### config.mk
export PLATFORM = sky130hd
export DESIGN_NAME = psaa_div
export DESIGN_NICKNAME = d
export VERILOG_FILES = /design/src/design/psaa_pkg.sv /design/src/design/psaa_div.sv
export SDC_FILE = /design/constraint.sdc
export NUM_CORES = 1
export LEC_CHECK = 0
export BUFFER_PORTS_ARGS = -buffer_cell sky130_fd_sc_hd__buf_2
export CORE_MARGIN = 5
export CORE_UTILIZATION = 45
export DETAILED_ROUTE_END_ITERATION = 12
export PLACE_DENSITY_LB_ADDON = 0.25
export RECOVER_POWER = 100
export SETUP_SLACK_MARGIN = 0.4
export SYNTH_ARGS = -nofsm -noshare
export SYNTH_HDL_FRONTEND = slang
export SYNTH_SLANG_ARGS = --single-unit
### constraint.sdc
create_clock -name clk -period 4.3 [get_ports clk]
set_clock_uncertainty 0.05 [all_clocks]
set_input_delay 0.86 -clock clk [delete_from_list [all_inputs] [get_ports clk]]
set_output_delay 0.86 -clock clk [all_outputs]
set_load 0.05 [all_outputs]
### src/design/psaa_pkg.sv
// ----------------------------------------------------------------------------
// psaa_pkg
// shared constants and types for the pixel sample average accumulator
// ----------------------------------------------------------------------------
package psaa_pkg;

    // frame geometry
    localparam int MAX_WIDTH    = 256;
    localparam int MAX_HEIGHT   = 256;
    localparam int DEPTH        = MAX_WIDTH * MAX_HEIGHT;
    localparam int ADDR_BITS    = $clog2(DEPTH);
    localparam int POS_BITS     = 8;
    localparam int DIM_BITS     = 9;

    // arithmetic widths
    localparam int CHANNEL_BITS = 16;
    localparam int COUNT_BITS   = 16;
    localparam int SUM_BITS     = CHANNEL_BITS + COUNT_BITS;
    localparam int DIV_CNT_BITS = $clog2(CHANNEL_BITS);

    localparam logic [COUNT_BITS-1:0] COUNT_MAX = {COUNT_BITS{1'b1}};

    // operation codes
    localparam logic OP_ADD   = 1'b0;
    localparam logic OP_CLEAR = 1'b1;

    // register indexes
    localparam int REG_IDX_BITS = 1;
    localparam logic [REG_IDX_BITS-1:0] REG_FRAME_WIDTH  = 1'b0;
    localparam logic [REG_IDX_BITS-1:0] REG_FRAME_HEIGHT = 1'b1;

    // one pixel entry of the store
    typedef struct packed {
        logic [SUM_BITS-1:0]   red_sum;
        logic [SUM_BITS-1:0]   green_sum;
        logic [SUM_BITS-1:0]   blue_sum;
        logic [COUNT_BITS-1:0] count;
    } pixel_entry_t;

    // write request into the store
    typedef struct packed {
        logic                 en;
        logic [ADDR_BITS-1:0] addr;
        pixel_entry_t         data;
    } mem_wr_t;

    typedef enum logic [2:0] {
        ST_CLEAR,
        ST_IDLE,
        ST_MODIFY,
        ST_DIV,
        ST_DONE
    } state_t;

endpackage

### src/design/psaa_div.sv
// ----------------------------------------------------------------------------
// psaa_div
// restoring divider, one quotient bit per step; quotient must fit CHANNEL_BITS
// ----------------------------------------------------------------------------
module psaa_div
    import psaa_pkg::*;
(
    input  logic                    clk,
    input  logic                    load,
    input  logic                    step,
    input  logic [SUM_BITS-1:0]     dividend,
    input  logic [COUNT_BITS-1:0]   divisor,
    output logic [CHANNEL_BITS-1:0] quotient
);

    logic [COUNT_BITS-1:0]   rem_reg;
    logic [COUNT_BITS-1:0]   rem_next;
    logic [CHANNEL_BITS-1:0] quo_reg;
    logic [CHANNEL_BITS-1:0] quo_next;
    logic [COUNT_BITS-1:0]   dvs_reg;
    logic [COUNT_BITS:0]     trial;
    logic [COUNT_BITS:0]     diff;
    logic                    fits;

    always_comb
    begin
        trial = {rem_reg, quo_reg[CHANNEL_BITS-1]};
        diff  = trial - {1'b0, dvs_reg};
        fits  = (trial >= {1'b0, dvs_reg});
        rem_next = fits ? diff[COUNT_BITS-1:0] : trial[COUNT_BITS-1:0];
        quo_next = {quo_reg[CHANNEL_BITS-2:0], fits};
    end

    always_ff @(posedge clk)
    begin
        if (load)
        begin
            // high part is below the divisor, so the quotient fits
            rem_reg <= dividend[SUM_BITS-1 -: COUNT_BITS];
            quo_reg <= dividend[CHANNEL_BITS-1:0];
            dvs_reg <= divisor;
        end
        else if (step)
        begin
            rem_reg <= rem_next;
            quo_reg <= quo_next;
        end
    end

    assign quotient = quo_reg;

endmodule

==> flow_metrics.py <==
metrics = {
    "die": {
        "core_um2": 6830,
        "dieWidth_um": 93.8,
        "pin_count": 67,
        "initial_utilization": 0.463,
        "die-area_um2": 8800,
        "core.rowCount": 30,
        "die_y_um": 93.8,
    },
    "power": {
        "p_per_area_nw_per_um2": 552,
        "ir_drop_mv": 0.267,
        "p_leak_nw": 1.41,
        "p_total_mw": 1.99,
    },
    "clocking": {
        "clk_path_buf_depth": 2,
        "cts_buffers": 5,
        "cts.clk_slew.worst_paths_ns": 0.10,
        "postCtsSetupBuffers": 0,
        "ctsResizeCount": 0,
        "cts_hold_buffers": 0,
        "cts_tree": "yes",
        "root_buffer": "clkbuf_8",
        "clkSinkCount": 48,
        "htreeDepth": 2,
        "clock_latency_ns": 0.32,
    },
    "synthesis": {
        "async_flop_share": 0,
        "synthDistinctLibCells": 55,
        "synth_top_area_frac": 0.456,
        "synth_seq_cells": 48,
        "yosysWarnings": 0,
        "netlist_area_um2": 3160,
        "synth_top_area_cell": "edfxtp_1",
        "avgSynthCellArea_um2": 11.2,
        "synth_edf_count": 48,
        "ys.flop_type": "edfxtp_1",
        "syn_inst": 283,
        "yosysSeqAreaShare": 0.456,
        "yosys-top-cells-area": "edfxtp_1 (46%), ha_1 (6.3%), mux2_2 (6.1%)",
        "synth_fp_nets": 351,
    },
    "final_layout": {
        "final_cell_mix": "buf_2 (49), edfxtp_1 (48), inv_1 (22)",
        "final_util": 0.527,
        "n_antenna_cell": 0,
        "fillers": 660,
        "nNetsFinal": 408,
        "final_common_cell": "buf_2",
        "drive_gt1_frac": 0.258,
        "fin_cells": 437,
        "syn2layout_area_growth_pct": 13.9,
    },
    "setup_path": {
        "cp_max_fo": 25,
        "slowest_delay_ns": 1.06,
        "critPathKind": "input port to flip-flop",
        "r2r-end": "rem_reg[10]",
        "worstSetupEndpointType": "flip-flop",
        "crit_path_top_delay_cell": "clkbuf_1",
        "r2r_start": "quotient[15]",
        "cp_common_cell": "clkbuf_1",
        "rrSetupSlack_ns": 1.10,
        "path_cells": "clkbuf_1 > clkbuf_1 > a211oi_1 > a311o_1",
        "worstSetupStartpointType": "input port",
        "cp_num_buf_inv": 2,
        "reg2regPathDepth": 10,
        "required_ns": 4.32,
        "cp.arrival_ns": 3.22,
        "crit_family": "buffers and inverters",
    },
    "route": {
        "wl_mm": 7.33,
        "drt-wirelength-per-cell_um": 16.8,
        "first_iter_violations": 269,
        "via_count": 2480,
        "drc": 0,
        "drt-vias-per-instance": 5.68,
        "dr.pass1.iters": 5,
        "ant_nets": 0,
    },
    "grt": {
        "grt_max_degree": 33,
        "grt_antenna_before_repair": 0,
        "grt_use_total": 0.172,
        "grt_pass1_wl_mm": 12.1,
        "grt_overflow": 0,
        "grt_pass1_vias": 2514,
    },
    "min_path": {
        "holdPathStages": 1,
        "min_from": "quotient[3]",
        "min_path_type": "flip-flop to flip-flop",
        "holdPathEnd": "quotient[4]",
    },
    "sta": {
        "slew_headroom": 0.0391,
        "fin_tns_setup_ns": 0,
        "fin_crit_ns": 3.20,
        "fin_crit_sh": 0.744,
        "rsz0062_at_grt": "false",
        "final-setup-viol-count": 0,
        "report.final.slew_viol_count": 0,
        "holdWs_ns": 0.534,
        "fmax_mhz": 313,
        "tightest_slew_ns": 1.44,
        "finalHoldViolations": 0,
    },
    "placed_design": {
        "dp.cells": 429,
        "place.gp.congestion": 0.869,
        "dp_hpwl_mm": 5.22,
        "io_buffers": 66,
    },
    "job": {
        "maxCapViolations": 0,
    },
    "run_status": {
        "status": "complete, no violations",
    },
}
[routing by layer]
layer  global-route usage  share of wire  wire length [µm]  vias to the layer above
li1                     -              -                 -                     1207
met1                0.243           0.46              3350                     1157
met2                0.260           0.44              3230                      103
met3               0.0489          0.085               625                       13
met4               0.0421          0.016               118                        0
met5                    0              0                 0                        -
[logic make-up after synthesis]
| family | after synthesis | synth area share |
|---|---|---|
| buffers and inverters | 40 | 0.0613 |
| flip-flops | 48 | 0.456 |
| adder cells (fa/ha/maj) | 17 | 0.0696 |
| multiplexers | 18 | 0.0637 |
| XOR/XNOR | 9 | 0.0249 |
| AO/OA/AOI/OAI | 89 | 0.216 |
| AND/OR/NAND/NOR | 62 | 0.109 |
[synth_stat cells, types with 2 or more instances]
cell / count
edfxtp_1: 48
inv_1: 22
nor2_1: 18
mux2_2: 17
ha_1: 16
a21oi_1: 13
a31oi_1: 12
a21o_1: 9
o21ai_1: 9
clkbuf_1: 8
nand3_1: 8
xnor2_1: 8
nand2_1: 7
nand3_2: 7
a211oi_1: 5
o21ai_0: 5
a2bb2oi_1: 4
buf_6: 4
nand4_1: 4
nor3_1: 4
o211ai_1: 4
and3_1: 3
buf_4: 3
nand2b_1: 3
o21a_1: 3
a211oi_4: 2
a311o_1: 2
a311oi_1: 2
and2_1: 2
buf_2: 2
nor4_1: 2
o2111ai_1: 2
o22ai_1: 2
o31ai_1: 2
[where the power goes]
| group | internal [mW] | total (mW) | switching (mW) |
|---|---|---|---|
| Clock | 0.176 | 0.352 | 0.176 |
| Combinational | 0.371 | 0.964 | 0.593 |
| Sequential | 0.623 | 0.670 | 0.0470 |
| Total | 1.17 | 1.99 | 0.816 |
[worst register-to-register path, stage by stage, from the launching register on]
cell	delay (ns)
edfxtp_1	0.43
inv_1	0.08
ha_1	0.15
inv_1	0.05
fa_1	0.40
a21o_1	0.20
a221oi_1	0.70
o21ai_1	0.22
xnor2_1	0.23
a211oi_1	0.08
a311o_1	0.37
[final cells by class]
class	count	area [µm²]	share of cell area
inverters	22	82.6	0.0229
well taps	96	120	0.0334
repair buffers	68	320	0.0890
clock inverters	3	46.3	0.0129
multi-input cells	195	1520	0.422
clock buffers	5	68.8	0.0191
flip-flops and latches	48	1440	0.400
[worst max-delay path by stage]
stage	startpoint	endpoint	slack, ns	cells past startpoint
after floorplan	quotient[15]	rem_reg[10]	1.51	10
after global placement	rem_reg[13]	rem_reg[8]	1.48	6
after detailed placement	rem_reg[6]	rem_reg[10]	1.42	7
after CTS	rem_reg[6]	rem_reg[10]	1.40	7
after global routing	load	rem_reg[8]	0.85	5
final	load	rem_reg[10]	1.10	4
[stage by stage]
step,area [µm²],setup WS [ns]
final,3600,1.10
after CTS,3630,1.40
after global routing,3600,0.854
after floorplan,3160,1.51
after detailed placement,3520,1.42
after global placement,3520,1.48
Power figures use the tool's default switching activity.
